--- config.mk ---
export PLATFORM = sky130hd
export DESIGN_NAME = source_text_tokenizer
export DESIGN_NICKNAME = d
export VERILOG_FILES = /design/src/hw/rtl/stt_pkg.sv /design/src/hw/rtl/stt_scanner.sv /design/src/hw/rtl/stt_fifo.sv /design/src/hw/rtl/stt_unpack.sv /design/src/hw/rtl/source_text_tokenizer.sv
export SDC_FILE = /design/constraint.sdc
export NUM_CORES = 1
export LEC_CHECK = 0
export BUFFER_PORTS_ARGS = -buffer_cell sky130_fd_sc_hd__buf_2
export CAP_MARGIN = 10
export CORE_UTILIZATION = 55
export CTS_CLUSTER_DIAMETER = 100
export CTS_CLUSTER_SIZE = 16
export DETAILED_ROUTE_END_ITERATION = 8
export GPL_ROUTABILITY_DRIVEN = 1
export PLACE_DENSITY = 0.72
export SKIP_LAST_GASP = 1
export SLEW_MARGIN = 20
export SYNTH_ARGS = -nofsm -noshare
export SYNTH_HDL_FRONTEND = slang
export SYNTH_HIERARCHICAL = 1
export SYNTH_SLANG_ARGS = --single-unit
--- constraint.sdc ---
create_clock -name clk_i -period 11.5 [get_ports clk_i]
set_input_delay 0.575 -clock clk_i [delete_from_list [all_inputs] [get_ports clk_i]]
set_output_delay 0.575 -clock clk_i [all_outputs]
set_load 0.005 [all_outputs]
--- src/hw/rtl/stt_pkg.sv ---
// ---------------------------------------------------------------------------
// Tokenizer package
// Token kinds, scan modes, keyword table and shared record types.
// ---------------------------------------------------------------------------
`default_nettype none

package stt_pkg;

  localparam int MAX_TOKEN_LEN = 65535;
  localparam int KEYWORD_COUNT = 9;
  localparam int KW_MAX        = 9;
  localparam int KW_USED       = (KEYWORD_COUNT < KW_MAX) ? KEYWORD_COUNT : KW_MAX;
  localparam int LEN_CAP_INT   = (MAX_TOKEN_LEN < 65535) ? MAX_TOKEN_LEN : 65535;
  localparam logic [15:0] LEN_CAP = 16'(LEN_CAP_INT);
  localparam logic [KW_MAX-1:0] KW_MASK = KW_MAX'((64'd1 << KW_USED) - 64'd1);

  localparam int FIFO_DEPTH = 4;
  localparam int PTR_W      = $clog2(FIFO_DEPTH);
  localparam int CNT_W      = $clog2(FIFO_DEPTH + 1);

  localparam logic [5:0] KIND_EOF     = 6'd0;
  localparam logic [5:0] KIND_IDENT   = 6'd1;
  localparam logic [5:0] KIND_INT     = 6'd2;
  localparam logic [5:0] KIND_STR     = 6'd3;
  localparam logic [5:0] KIND_CHR     = 6'd4;
  localparam logic [5:0] KIND_KW_BASE = 6'd5;
  localparam logic [5:0] KIND_LBRACE  = 6'd14;
  localparam logic [5:0] KIND_RBRACE  = 6'd15;
  localparam logic [5:0] KIND_LPAREN  = 6'd16;
  localparam logic [5:0] KIND_RPAREN  = 6'd17;
  localparam logic [5:0] KIND_SEMI    = 6'd18;
  localparam logic [5:0] KIND_COMMA   = 6'd19;
  localparam logic [5:0] KIND_DOT     = 6'd20;
  localparam logic [5:0] KIND_PLUS    = 6'd21;
  localparam logic [5:0] KIND_MINUS   = 6'd22;
  localparam logic [5:0] KIND_STAR    = 6'd23;
  localparam logic [5:0] KIND_SLASH   = 6'd24;
  localparam logic [5:0] KIND_ASSIGN  = 6'd25;
  localparam logic [5:0] KIND_EQEQ    = 6'd26;
  localparam logic [5:0] KIND_NE      = 6'd27;
  localparam logic [5:0] KIND_GT      = 6'd28;
  localparam logic [5:0] KIND_GE      = 6'd29;
  localparam logic [5:0] KIND_LT      = 6'd30;
  localparam logic [5:0] KIND_LE      = 6'd31;
  localparam logic [5:0] KIND_UNKNOWN = 6'd32;

  typedef enum logic [3:0] {
    MODE_IDLE, MODE_IDENT, MODE_NUM, MODE_STR, MODE_CHR,
    MODE_EQ, MODE_BANG, MODE_GT, MODE_LT
  } scan_mode_e;

  localparam logic [3:0] KW_LEN [KW_MAX] = '{
    4'd4, 4'd6, 4'd7, 4'd7, 4'd2, 4'd4, 4'd5, 4'd3, 4'd8
  };

  localparam logic [7:0] KW_CHARS [KW_MAX][8] = '{
    '{"f", "u", "n", "c", 8'h00, 8'h00, 8'h00, 8'h00},
    '{"r", "e", "t", "u", "r", "n", 8'h00, 8'h00},
    '{"s", "u", "c", "c", "e", "s", "s", 8'h00},
    '{"f", "a", "i", "l", "u", "r", "e", 8'h00},
    '{"i", "f", 8'h00, 8'h00, 8'h00, 8'h00, 8'h00, 8'h00},
    '{"e", "l", "s", "e", 8'h00, 8'h00, 8'h00, 8'h00},
    '{"w", "h", "i", "l", "e", 8'h00, 8'h00, 8'h00},
    '{"f", "o", "r", 8'h00, 8'h00, 8'h00, 8'h00, 8'h00},
    '{"#", "i", "n", "c", "l", "u", "d", "e"}
  };

  typedef struct packed {
    logic [5:0]  kind;
    logic [15:0] length;
    logic [31:0] offset;
    logic [15:0] line;
    logic [15:0] column;
  } token_t;

  typedef struct packed {
    logic   two;
    token_t first;
    token_t second;
  } pair_t;

  function automatic logic [KW_MAX-1:0] kw_keep(input logic [15:0] idx,
                                                input logic [7:0] b);
    logic [KW_MAX-1:0] keep;
    keep = '0;
    for (int k = 0; k < KW_MAX; k++) begin
      keep[k] = (k < KW_USED) && (idx < {12'd0, KW_LEN[k]}) &&
                (KW_CHARS[k][idx[2:0]] == b);
    end
    return keep;
  endfunction

  function automatic logic [5:0] ident_kind(input logic [KW_MAX-1:0] alive,
                                            input logic [15:0] len);
    logic [5:0] kind;
    kind = KIND_IDENT;
    for (int k = KW_MAX - 1; k >= 0; k--) begin
      if ((k < KW_USED) && alive[k] && (len == {12'd0, KW_LEN[k]})) begin
        kind = KIND_KW_BASE + 6'(k);
      end
    end
    return kind;
  endfunction

  function automatic logic [5:0] single_kind(input logic [7:0] b);
    logic [5:0] kind;
    case (b)
      "{": kind = KIND_LBRACE;
      "}": kind = KIND_RBRACE;
      "(": kind = KIND_LPAREN;
      ")": kind = KIND_RPAREN;
      ";": kind = KIND_SEMI;
      ",": kind = KIND_COMMA;
      ".": kind = KIND_DOT;
      "+": kind = KIND_PLUS;
      "-": kind = KIND_MINUS;
      "*": kind = KIND_STAR;
      "/": kind = KIND_SLASH;
      default: kind = KIND_UNKNOWN;
    endcase
    return kind;
  endfunction

endpackage

`default_nettype wire

--- src/hw/rtl/stt_scanner.sv ---
// ---------------------------------------------------------------------------
// Tokenizer scanner
// Classifies each accepted byte, tracks the pending token and position, and
// forms the one or two tokens that the byte completes.
// ---------------------------------------------------------------------------
`default_nettype none

module stt_scanner (
  input  wire logic          clk_i,
  input  wire logic          rst_ni,
  input  wire logic          accept_i,
  input  wire logic [7:0]    text_byte_i,
  output stt_pkg::pair_t     pair_o,
  output logic               pair_valid_o
);

  stt_pkg::scan_mode_e          mode_q, mode_d;
  logic [stt_pkg::KW_MAX-1:0]   alive_q, alive_d;
  logic [15:0]                  plen_q, plen_d;
  logic [31:0]                  poff_q, poff_d;
  logic [15:0]                  pline_q, pline_d;
  logic [15:0]                  pcol_q, pcol_d;
  logic [31:0]                  boff_q, boff_d;
  logic [15:0]                  line_q, line_d;
  logic [15:0]                  col_q, col_d;
  logic                         ended_q, ended_d;

  logic [7:0]     b;
  logic           is_alpha, is_digit, is_space, is_ident;
  logic [15:0]    grown;
  logic           fresh, do_adv;
  logic           emit_a, emit_b;
  stt_pkg::token_t tok_a, tok_b;

  assign b        = text_byte_i;
  assign is_alpha = (b >= "a" && b <= "z") || (b >= "A" && b <= "Z");
  assign is_digit = (b >= "0" && b <= "9");
  assign is_space = (b == " ") || (b >= 8'd9 && b <= 8'd13);
  assign is_ident = is_alpha || is_digit || (b == "_");
  assign grown    = (plen_q < stt_pkg::LEN_CAP) ? plen_q + 16'd1 : plen_q;

  always_comb begin
    mode_d  = mode_q;
    alive_d = alive_q;
    plen_d  = plen_q;
    poff_d  = poff_q;
    pline_d = pline_q;
    pcol_d  = pcol_q;
    boff_d  = boff_q;
    line_d  = line_q;
    col_d   = col_q;
    ended_d = ended_q;
    fresh   = 1'b1;
    do_adv  = 1'b0;
    emit_a  = 1'b0;
    emit_b  = 1'b0;
    tok_a   = '{kind: stt_pkg::KIND_EOF, length: plen_q, offset: poff_q,
                line: pline_q, column: pcol_q};
    tok_b   = '{kind: stt_pkg::KIND_EOF, length: 16'd0, offset: boff_q,
                line: line_q, column: col_q};

    case (mode_q)
      stt_pkg::MODE_IDENT: begin
        if (is_ident) begin
          alive_d = alive_q & stt_pkg::kw_keep(plen_q, b);
          plen_d  = grown;
          do_adv  = 1'b1;
          fresh   = 1'b0;
        end else begin
          emit_a     = 1'b1;
          tok_a.kind = stt_pkg::ident_kind(alive_q, plen_q);
          mode_d     = stt_pkg::MODE_IDLE;
          alive_d    = stt_pkg::KW_MASK;
        end
      end
      stt_pkg::MODE_NUM: begin
        if (is_digit) begin
          plen_d = grown;
          do_adv = 1'b1;
          fresh  = 1'b0;
        end else begin
          emit_a     = 1'b1;
          tok_a.kind = stt_pkg::KIND_INT;
          mode_d     = stt_pkg::MODE_IDLE;
        end
      end
      stt_pkg::MODE_STR, stt_pkg::MODE_CHR: begin
        tok_a.kind = (mode_q == stt_pkg::MODE_STR) ? stt_pkg::KIND_STR : stt_pkg::KIND_CHR;
        if (b == 8'h00) begin
          emit_a = 1'b1;
          mode_d = stt_pkg::MODE_IDLE;
        end else begin
          plen_d = grown;
          do_adv = 1'b1;
          fresh  = 1'b0;
          if ((mode_q == stt_pkg::MODE_STR && b == "\"") ||
              (mode_q == stt_pkg::MODE_CHR && b == "'")) begin
            emit_a       = 1'b1;
            tok_a.length = grown;
            mode_d       = stt_pkg::MODE_IDLE;
          end
        end
      end
      stt_pkg::MODE_EQ, stt_pkg::MODE_BANG, stt_pkg::MODE_GT, stt_pkg::MODE_LT: begin
        emit_a = 1'b1;
        mode_d = stt_pkg::MODE_IDLE;
        if (b == "=") begin
          plen_d       = 16'd2;
          tok_a.length = 16'd2;
          do_adv       = 1'b1;
          fresh        = 1'b0;
          case (mode_q)
            stt_pkg::MODE_EQ:   tok_a.kind = stt_pkg::KIND_EQEQ;
            stt_pkg::MODE_BANG: tok_a.kind = stt_pkg::KIND_NE;
            stt_pkg::MODE_GT:   tok_a.kind = stt_pkg::KIND_GE;
            default:            tok_a.kind = stt_pkg::KIND_LE;
          endcase
        end else begin
          case (mode_q)
            stt_pkg::MODE_EQ:   tok_a.kind = stt_pkg::KIND_ASSIGN;
            stt_pkg::MODE_BANG: tok_a.kind = stt_pkg::KIND_UNKNOWN;
            stt_pkg::MODE_GT:   tok_a.kind = stt_pkg::KIND_GT;
            default:            tok_a.kind = stt_pkg::KIND_LT;
          endcase
        end
      end
      default: begin
        mode_d = stt_pkg::MODE_IDLE;
      end
    endcase

    if (fresh) begin
      if (b == 8'h00) begin
        emit_b  = 1'b1;
        ended_d = 1'b1;
      end else if (is_space) begin
        do_adv = 1'b1;
      end else begin
        do_adv  = 1'b1;
        plen_d  = 16'd1;
        poff_d  = boff_q;
        pline_d = line_q;
        pcol_d  = col_q;
        if (is_alpha || b == "_" || b == "#") begin
          mode_d  = stt_pkg::MODE_IDENT;
          alive_d = stt_pkg::KW_MASK & stt_pkg::kw_keep(16'd0, b);
        end else if (is_digit) begin
          mode_d = stt_pkg::MODE_NUM;
        end else if (b == "\"") begin
          mode_d = stt_pkg::MODE_STR;
        end else if (b == "'") begin
          mode_d = stt_pkg::MODE_CHR;
        end else if (b == "=") begin
          mode_d = stt_pkg::MODE_EQ;
        end else if (b == "!") begin
          mode_d = stt_pkg::MODE_BANG;
        end else if (b == ">") begin
          mode_d = stt_pkg::MODE_GT;
        end else if (b == "<") begin
          mode_d = stt_pkg::MODE_LT;
        end else begin
          plen_d       = plen_q;
          poff_d       = poff_q;
          pline_d      = pline_q;
          pcol_d       = pcol_q;
          emit_b       = 1'b1;
          tok_b.kind   = stt_pkg::single_kind(b);
          tok_b.length = 16'd1;
        end
      end
    end

    if (do_adv) begin
      boff_d = boff_q + 32'd1;
      if (b == "\n") begin
        line_d = (line_q != 16'hFFFF) ? line_q + 16'd1 : line_q;
        col_d  = 16'd1;
      end else begin
        col_d = (col_q != 16'hFFFF) ? col_q + 16'd1 : col_q;
      end
    end
  end

  always_comb begin
    pair_valid_o = accept_i && !ended_q && (emit_a || emit_b);
    pair_o.two   = emit_a && emit_b;
    pair_o.first = emit_a ? tok_a : tok_b;
    pair_o.second = tok_b;
  end

  always_ff @(posedge clk_i or negedge rst_ni) begin
    if (!rst_ni) begin
      mode_q  <= stt_pkg::MODE_IDLE;
      alive_q <= stt_pkg::KW_MASK;
      plen_q  <= 16'd0;
      poff_q  <= 32'd0;
      pline_q <= 16'd1;
      pcol_q  <= 16'd1;
      boff_q  <= 32'd0;
      line_q  <= 16'd1;
      col_q   <= 16'd1;
      ended_q <= 1'b0;
    end else if (accept_i && !ended_q) begin
      mode_q  <= mode_d;
      alive_q <= alive_d;
      plen_q  <= plen_d;
      poff_q  <= poff_d;
      pline_q <= pline_d;
      pcol_q  <= pcol_d;
      boff_q  <= boff_d;
      line_q  <= line_d;
      col_q   <= col_d;
      ended_q <= ended_d;
    end
  end

endmodule

`default_nettype wire

--- src/hw/rtl/stt_fifo.sv ---
// ---------------------------------------------------------------------------
// Tokenizer token queue
// Short queue of token pairs between the scanner and the output stage.
// ---------------------------------------------------------------------------
`default_nettype none

module stt_fifo (
  input  wire logic           clk_i,
  input  wire logic           rst_ni,
  input  wire logic           push_i,
  input  wire stt_pkg::pair_t pair_i,
  output logic                full_o,
  input  wire logic           pop_i,
  output stt_pkg::pair_t      pair_o,
  output logic                empty_o
);

  stt_pkg::pair_t                 mem_q [stt_pkg::FIFO_DEPTH];
  logic [stt_pkg::PTR_W-1:0]      wptr_q, rptr_q;
  logic [stt_pkg::CNT_W-1:0]      cnt_q;
  logic                           do_push, do_pop;

  localparam logic [stt_pkg::PTR_W-1:0] LAST = stt_pkg::PTR_W'(stt_pkg::FIFO_DEPTH - 1);
  localparam logic [stt_pkg::CNT_W-1:0] FULL = stt_pkg::CNT_W'(stt_pkg::FIFO_DEPTH);
  localparam logic [stt_pkg::PTR_W-1:0] PTR_ONE = stt_pkg::PTR_W'(1);
  localparam logic [stt_pkg::CNT_W-1:0] CNT_ONE = stt_pkg::CNT_W'(1);

  assign full_o  = (cnt_q == FULL);
  assign empty_o = (cnt_q == '0);
  assign do_push = push_i && !full_o;
  assign do_pop  = pop_i && !empty_o;
  assign pair_o  = mem_q[rptr_q];

  always_ff @(posedge clk_i) begin
    if (do_push) begin
      mem_q[wptr_q] <= pair_i;
    end
  end

  always_ff @(posedge clk_i or negedge rst_ni) begin
    if (!rst_ni) begin
      wptr_q <= '0;
      rptr_q <= '0;
      cnt_q  <= '0;
    end else begin
      if (do_push) begin
        wptr_q <= (wptr_q == LAST) ? '0 : wptr_q + PTR_ONE;
      end
      if (do_pop) begin
        rptr_q <= (rptr_q == LAST) ? '0 : rptr_q + PTR_ONE;
      end
      if (do_push && !do_pop) begin
        cnt_q <= cnt_q + CNT_ONE;
      end else if (do_pop && !do_push) begin
        cnt_q <= cnt_q - CNT_ONE;
      end
    end
  end

endmodule

`default_nettype wire

--- src/hw/rtl/stt_unpack.sv ---
// ---------------------------------------------------------------------------
// Tokenizer output stage
// Presents the queued token pairs one token per transfer and marks the last
// token caused by each byte.
// ---------------------------------------------------------------------------
`default_nettype none

module stt_unpack (
  input  wire logic           clk_i,
  input  wire logic           rst_ni,
  input  wire stt_pkg::pair_t pair_i,
  input  wire logic           pair_empty_i,
  output logic                pair_pop_o,
  input  wire logic           pop_i,
  output stt_pkg::token_t     token_o,
  output logic                last_o
);

  logic sel_q;
  logic take;

  assign token_o    = sel_q ? pair_i.second : pair_i.first;
  assign last_o     = sel_q || !pair_i.two;
  assign take       = pop_i && !pair_empty_i;
  assign pair_pop_o = take && last_o;

  always_ff @(posedge clk_i or negedge rst_ni) begin
    if (!rst_ni) begin
      sel_q <= 1'b0;
    end else if (take) begin
      sel_q <= !last_o;
    end
  end

endmodule

`default_nettype wire

--- src/hw/rtl/source_text_tokenizer.sv ---
// ---------------------------------------------------------------------------
// Source text tokenizer
// Streams source bytes in, emits tokens with kind, length and start position.
// ---------------------------------------------------------------------------
//  channel  | handshake          | payload
//  ---------+--------------------+--------------------------------------------
//  text in  | push / full        | text_byte_i
//  tokens   | empty / pop        | token_kind_o, token_length_o, start_offset_o,
//           |                    | start_line_o, start_column_o, last_of_run_o
//
//  One byte is taken per cycle while the four-entry pair queue has room.
//  A token is queued as its closing byte is taken and shown at the queue head.
//  A byte that closes one token and completes another yields two tokens, sent
//  on two transfers; the output stage sustains one token a cycle while popped.
//  Reset clears the scanner position, pending token and queue at once.
//  A stalled output holds its token; full rises only when the queue is full.
// ---------------------------------------------------------------------------
`default_nettype none

module source_text_tokenizer (
  input  wire logic        clk_i,
  input  wire logic        rst_ni,
  input  wire logic        push,
  output logic             full,
  input  wire logic [7:0]  text_byte_i,
  output logic             empty,
  input  wire logic        pop,
  output logic [5:0]       token_kind_o,
  output logic [15:0]      token_length_o,
  output logic [31:0]      start_offset_o,
  output logic [15:0]      start_line_o,
  output logic [15:0]      start_column_o,
  output logic             last_of_run_o
);

  stt_pkg::pair_t  scan_pair, head_pair;
  stt_pkg::token_t token;
  logic            scan_valid, fifo_full, fifo_empty, fifo_pop, accept;

  assign accept = push && !fifo_full;
  assign full   = fifo_full;
  assign empty  = fifo_empty;

  stt_scanner u_scanner (
    .clk_i        (clk_i),
    .rst_ni       (rst_ni),
    .accept_i     (accept),
    .text_byte_i  (text_byte_i),
    .pair_o       (scan_pair),
    .pair_valid_o (scan_valid)
  );

  stt_fifo u_fifo (
    .clk_i   (clk_i),
    .rst_ni  (rst_ni),
    .push_i  (scan_valid),
    .pair_i  (scan_pair),
    .full_o  (fifo_full),
    .pop_i   (fifo_pop),
    .pair_o  (head_pair),
    .empty_o (fifo_empty)
  );

  stt_unpack u_unpack (
    .clk_i        (clk_i),
    .rst_ni       (rst_ni),
    .pair_i       (head_pair),
    .pair_empty_i (fifo_empty),
    .pair_pop_o   (fifo_pop),
    .pop_i        (pop),
    .token_o      (token),
    .last_o       (last_of_run_o)
  );

  assign token_kind_o   = token.kind;
  assign token_length_o = token.length;
  assign start_offset_o = token.offset;
  assign start_line_o   = token.line;
  assign start_column_o = token.column;

endmodule

`default_nettype wire

==> flow_summary.yaml, run 1 <==
outcome:
  status: "completed"
power:
  switching_share_pct: 32.9
  p_seq_share_pct: 45.4
  pwr-share-clk_pct: 19.8
  ir_worst_vdd_mv: 0.206
  p_per_area_nw_per_um2: 249
  leakage_nw: 14.0
  power_frac_comb_pct: 34.8
  p_int_w: 0.00670
  switching_power_w: 0.00328
drt:
  vias: 20036
  routed_via_density: 6.14
  drc_errors: 0
  firstDrtPassIters: 7
  drt-initial-drc-count: 1862
  wl_mm: 78.0
  wl_per_cell_um: 23.9
  ant_nets: 0
floorplan:
  initial_utilization_pct: 55.6
  core.rowCount: 95
  coreArea_sq_um: 67200
  die_x_um: 263
  dieArea_sq_um: 68900
  top_level_ports: 101
  fp.dieH_um: 263
setup_path:
  critPathKind: "input pin to flop"
  worst_ep_arrival_time_ns: 5.32
  critPathBufInv: 2
  r2r_slack_ns: 6.67
  setup.worst_path.start_class: "input pin"
  end_kind: "flop"
  reg2reg_to: "u_fifo/mem_q[1][99]"
  reg2regPathDepth: 9
  slowest_delay_ns: 0.84
  path_cells: "buf_2 -> nor3b_4 -> nand2b_1 -> nor4_4 -> o21ai_1 -> and4_4 -> a21oi_1 -> nor2b_1 -> and2_4 -> buf_12"
  crit_family: "simple AND/OR/NAND/NOR gates"
  worst-path-max-fanout: 118
  cp_slowest_cell: "and2_4"
  r2r-start: "u_scanner/mode_q[0]"
  crit_required_ns: 11.75
logic_synthesis:
  yosys-top-cells-area: "edfxtp_1 (56%), mux4_2 (10%), dfrtp_1 (10%)"
  yosysTopAreaCellShare_pct: 55.7
  synth_xor_area_share_pct: 1.97
  seq_area_frac_synth_pct: 66.8
  yosys.area.top_type: "edfxtp_1"
  avgSynthCellArea_sq_um: 16.3
  yosys.area_share.adder_pct: 0.590
  synth_seq_cells: 858
  ys_top_cells_by_count: "edfxtp_1 (692), nand2_1 (270), mux4_2 (173)"
  synthSimpleGateAreaFrac_pct: 8.12
  synth_area_sq_um: 37300
  synth_edf_count: 692
  synth_cells: 2292
  synth-compound-area-share_pct: 3.96
  ys_warn_count: 6
  synthMostInstantiatedCell: "edfxtp_1"
  synthFlopType: "edfxtp_1"
  synthMuxAreaShare_pct: 15.9
  ys_types: 97
  async_reset_ff_share_pct: 19.3
  synth_top_family_by_area: "multiplexers"
global_routing:
  use_met1_pct: 32.4
  grt_pass1_wl_mm: 122
  first_global_vias: 20422
  grtUsageMet2_pct: 37.6
  grt_busiest_layer: "met2"
  grt_antenna_before_repair: 3
  grt_max_degree: 147
  track_usage_pct: 22.9
  met3_usage_pct: 3.20
  grt_overflow: 0
hold_path:
  min_delay_path_depth: 3
  min-delay-start: "pop"
  min_path_type: "input pin to flop"
  holdPathEnd: "u_unpack/sel_q"
finish:
  diodes: 0
  drive_gt1_share_pct: 24.0
  multi_input_area_sq_um: 11500
  num-fill-cells: 4851
  fin_nets: 2369
  areaGrowthSynthToFinish_pct: 7.33
  regArea_sq_um: 25000
sta:
  setup_violations: 0
  rsz0062_at_grt: "no"
  fmax_mhz: 197
  slew_violations: 0
  slew_headroom_pct: 29.0
  fin_crit_sh_pct: 44.1
  finalHoldViolations: 0
  period_minus_slack_ns: 5.08
  fin_ws_ns: 6.42
  finalSetupTns_ns: 0
  skew_ns: 0.0346
  tightest_slew_ns: 1.06
cts:
  clockBufferDepth: 3
  cts_buffers: 59
  cts_resized: 0
  root_buffer: "clkbuf_16"
  tritoncts: "done"
  cts_hold_buffers: 1
  clkTransAtPathRegs_ns: 0.07
  cts_setup_buffers: 0
  htreeDepth: 2
  insertion_delay_ns: 0.64
  clock-sinks: 858
place:
  globalplace.congestion: 0.873
  place_ws_ns: 5.82
  dp_hpwl_mm: 45.2
  port_buffers: 100
run:
  max_cap_violations: 0
-- layer usage --
| layer | vias up | wire length (um) |
|---|---|---|
| met4 | 0 | 2100 |
| met1 | 10410 | 33200 |
| met5 | - | 0 |
| li1 | 8905 | - |
| met2 | 598 | 38300 |
| met3 | 123 | 4420 |
-- worst max-delay path by stage --
| stage | slack, ns | cells after the start | end | startpoint |
|---|---|---|---|---|
| finish | 6.42 | 10 | u_fifo/mem_q[1][99] | text_byte_i[5] |
| global route | 6.13 | 10 | u_fifo/mem_q[1][124] | text_byte_i[5] |
| CTS | 6.41 | 5 | token_length_o[0] | u_fifo/rptr_q[1] |
| detailed placement | 5.82 | 10 | u_fifo/mem_q[1][110] | text_byte_i[5] |
| global placement | 5.86 | 10 | u_fifo/mem_q[1][110] | text_byte_i[5] |
| floorplan | 1.07 | 11 | u_fifo/mem_q[3][0] | text_byte_i[7] |
-- placed cells by master (no fill, tap or decap), types with 5 or more instances in the layout --
cell,count
a22o_1,5
inv_1,20
nor3_1,30
or3_1,10
nand2b_1,18
a21o_1,10
clkbuf_16,61
nand3_1,47
buf_4,17
edfxtp_1,692
o22ai_1,7
a21boi_0,7
mux2_2,98
dfstp_2,13
o21ai_0,45
xor2_1,22
ha_1,16
buf_12,5
mux2_4,59
clkbuf_1,49
nor4_1,14
conb_1,15
nor2b_1,11
nand4_1,30
nor2_1,88
and4_1,11
and3_1,32
buf_2,99
xnor2_1,62
dfrtp_1,150
and2_1,11
nand2_1,270
a21oi_1,48
mux4_2,173
a31oi_1,18
-- worst register-to-register path, delay by kind of cell, from the launching register on --
| family | cells | cell delay (ns) |
|---|---|---|
| compound gates | 3 | 0.54 |
| buf+inv | 1 | 0.58 |
| simple gates | 5 | 2.59 |
| flops | 1 | 0.55 |
-- flip-flops by register name (all words and copies together) (netlist names) --
register and cells:
u_unpack/sel_q 1, u_scanner/line_q 16, u_fifo/rptr_q 2, u_scanner/boff_q 32, u_scanner/ended_q 1, u_fifo/cnt_q 3
u_scanner/poff_q 32, u_scanner/col_q 16, u_scanner/pcol_q 16, u_scanner/plen_q 16, u_scanner/alive_q 9, u_scanner/pline_q 16
u_fifo/mem_q 692, u_scanner/mode_q 4, u_fifo/wptr_q 2
-- layout make-up --
class                   count  share of cell area, %
flip-flops and latches    858                   62.3
multi-input cells        1276                   28.6
clock buffers             110                   4.27
well taps                 873                   2.73
repair buffers            123                   1.86
inverters                  22                  0.206
clock inverters             1                 0.0187
-- power groups by stage --
stage	clock, W	combinational, W	sequential [W]
6_report	0.00197	0.00348	0.00453
3_3_place_gp	0	0.00350	0.00455
3_5_place_dp	0	0.00353	0.00460
4_1_cts	0.00201	0.00354	0.00454
2_1_floorplan	0	0.00256	0.00447
5_1_grt	0.00212	0.00375	0.00460
-- metrics by stage --
| step | hold slack, ns | power (W) | util [%] | instance area, sq um | std cells |
|---|---|---|---|---|---|
| after floorplan | 0.279 | 0.00703 | - | 37400 | 2306 |
| after global placement | 0.469 | 0.00805 | 57.1 | 38300 | 3151 |
| after detailed placement | 0.476 | 0.00813 | 57.1 | 38300 | 3151 |
| after global routing | 0.344 | 0.0105 | 59.7 | 40100 | 3263 |
| final | 0.343 | 0.00998 | 59.7 | 40100 | 3263 |
| after CTS | 0.311 | 0.0101 | 59.7 | 40100 | 3263 |
-- logic make-up (layout without fill, tap and decap cells) --
group	Yosys count	after routing
muxes	334	334
AOI/OAI and AO/OA	208	208
DFF	858	858
adders and majority gates	17	17
buffers and inverters	172	256
and+or+nand+nor	618	618
xor gates and xnor gates	84	84
other	1	15
Note: power is estimated with default switching activity, not from simulation.
==> run 2: changes to the inputs <==
==> constraint.sdc (replaced) <==
create_clock -name clk_i -period 4.9 [get_ports clk_i]
set_input_delay 0.245 -clock clk_i [delete_from_list [all_inputs] [get_ports clk_i]]
set_output_delay 0.245 -clock clk_i [all_outputs]
set_load 0.005 [all_outputs]
==> run 2 against run 1 <==
Compared with the run above: highest routed layer unchanged; sequential share of layout area decreased by 0.48 points; largest power group unchanged; worst hold slack lost 0.29 ns; critical path type is now flop to flop; cell area is 0.77% higher; worst setup slack got worse by 5.3 ns; the flow now finishes with violations (design-rule violations).
==> flow_summary.yaml, run 2 (same netlist as run 1, synthesis figures left out) <==
floorplan:
  dieArea_sq_um: 68900
  core.rowCount: 95
  initial_utilization_pct: 55.6
  die_x_um: 263
  top_level_ports: 101
  fp.dieH_um: 263
  coreArea_sq_um: 67200
setup_path:
  worst_ep_arrival_time_ns: 4.06
  crit_required_ns: 5.15
  critPathKind: "flop to flop"
  setup.worst_path.start_class: "flop"
  worst-path-max-fanout: 32
  end_kind: "flop"
finish:
  mostFrequentLayoutCells: "edfxtp_1 (692), nand2_1 (270), mux4_2 (173), dfrtp_1 (150), buf_2 (99)"
  drive_gt1_share_pct: 24.6
  num-fill-cells: 4875
  largest_registers: "u_fifo/mem_q: 692 flops, u_scanner/boff_q: 32 flops, u_scanner/poff_q: 32 flops"
  largest_register_ffs: 692
  fin_util_pct: 60.1
  diodes: 0
  final_common_cell: "edfxtp_1"
  fin_nets: 2387
  top_register: "u_fifo/mem_q"
  areaGrowthSynthToFinish_pct: 8.15
global_routing:
  track_usage_pct: 22.7
  grt_antenna_before_repair: 1
  first_global_vias: 20637
  grt_pass1_wl_mm: 121
  grt_max_degree: 175
  grt_overflow: 0
cts:
  tritoncts: "done"
  clockBufferDepth: 3
  clock-sinks: 858
  insertion_delay_ns: 0.63
  htreeDepth: 2
  clkTransAtPathRegs_ns: 0.07
  cts_buffers: 60
  root_buffer: "clkbuf_16"
drt:
  drt-initial-drc-count: 1703
  drc_errors: 2
  firstDrtPassIters: 9
  wl_per_cell_um: 23.6
  routed_via_density: 6.13
  ant_nets: 0
  vias: 20109
  wl_mm: 77.3
sta:
  slew_violations: 0
  period_minus_slack_ns: 3.81
  finalHoldViolations: 0
  rsz0062_at_grt: "no"
  tightest_slew_ns: 1.20
  skew_ns: 0.0287
  fmax_mhz: 262
  slew_headroom_pct: 19.8
  fin_crit_sh_pct: 77.8
  setup_violations: 0
power:
  p_per_area_nw_per_um2: 585
  ir_worst_vdd_mv: 0.599
  leakage_nw: 14.2
  finalPower_w: 0.0236
place:
  globalplace.congestion: 0.941
  dp_hpwl_mm: 45.4
  port_buffers: 100
run:
  max_cap_violations: 0
outcome:
  violations: "design-rule violations"
  status: "finished with violations"
hold_path:
  min_path_type: "input pin to flop"
[run 2: cell types whose count changed in the layout (fill, tap and decap cells not counted), sizes merged]
cell	delta
buf	+16
dlygate4sd3	+1
inv	+2
clkinvlp	-1
clkbuf	-1
[run 2: worst max-delay path, cell delays in order, from the launching register on]
cell and delay (ns):
dfrtp_1 0.57, nor2_1 0.19, and3_1 0.42, o211ai_4 0.29, nand3_1 0.25, nand3b_1 0.15, a21oi_2 0.19, nor2b_1 0.42
and2_4 0.42, buf_4 0.49
[run 2: worst paths after layout]
path                                      from               endpoint  slack [ns]  cells past startpoint
setup reg to reg           u_scanner/mode_q[3]    u_fifo/mem_q[0][31]        1.09                      9
hold reg to reg            u_scanner/pcol_q[8]    u_scanner/pcol_q[8]        0.51                      1
setup / recovery           u_scanner/mode_q[3]    u_fifo/mem_q[0][31]        1.09                      9
min in group asynchronous               rst_ni  u_scanner/pline_q[10]        0.33                      2
hold / removal                             pop         u_unpack/sel_q        0.06                      3
max in group asynchronous               rst_ni         u_unpack/sel_q        3.26                      3
[run 2: area by class of cell]
| class | count | area (sq um) | share of cell area (%) |
|---|---|---|---|
| flip-flops and latches | 858 | 25000 | 61.8 |
| multi-input cells | 1276 | 11500 | 28.4 |
| clock buffers | 109 | 1710 | 4.23 |
| well taps | 873 | 1090 | 2.71 |
| repair buffers | 140 | 1020 | 2.54 |
| inverters | 22 | 82.6 | 0.205 |
| clock inverters | 2 | 25.0 | 0.0620 |
[run 2: power by group]
part | switching (W) | total (W) | leakage [nW] | internal, W
Combinational | 0.00468 | 0.00844 | 4.77 | 0.00376
Sequential | 0.000758 | 0.0105 | 8.58 | 0.00974
Clock | 0.00233 | 0.00468 | 0.820 | 0.00235
[run 2: timing repair]
item / 4_1_cts / 5_1_grt
hold endpoints to repair: 85 / 0
buffers inserted: 0 / 0
resized for setup: 0 / 0
hold buffers: 2 / 0
[run 2: routing by layer]
metal	GRT usage [%]	routed length, um
met5	0	0
met4	4.99	1410
met3	3.11	4120
met2	37.3	38000
met1	32.6	33800
[run 2: per-stage QoR]
step,setup slack [ns],area (sq um),setup TNS (ns),hold WS [ns],cells
after detailed placement,0.767,38600,0,0.431,3167
final,1.09,40400,0,0.0555,3280
after global routing,0.895,40400,0,0.0339,3280
after global placement,0.832,38600,0,0.432,3167
after CTS,1.14,40400,0,0.00545,3280
after floorplan,-0.130,37400,-22.49,-0.0506,2306
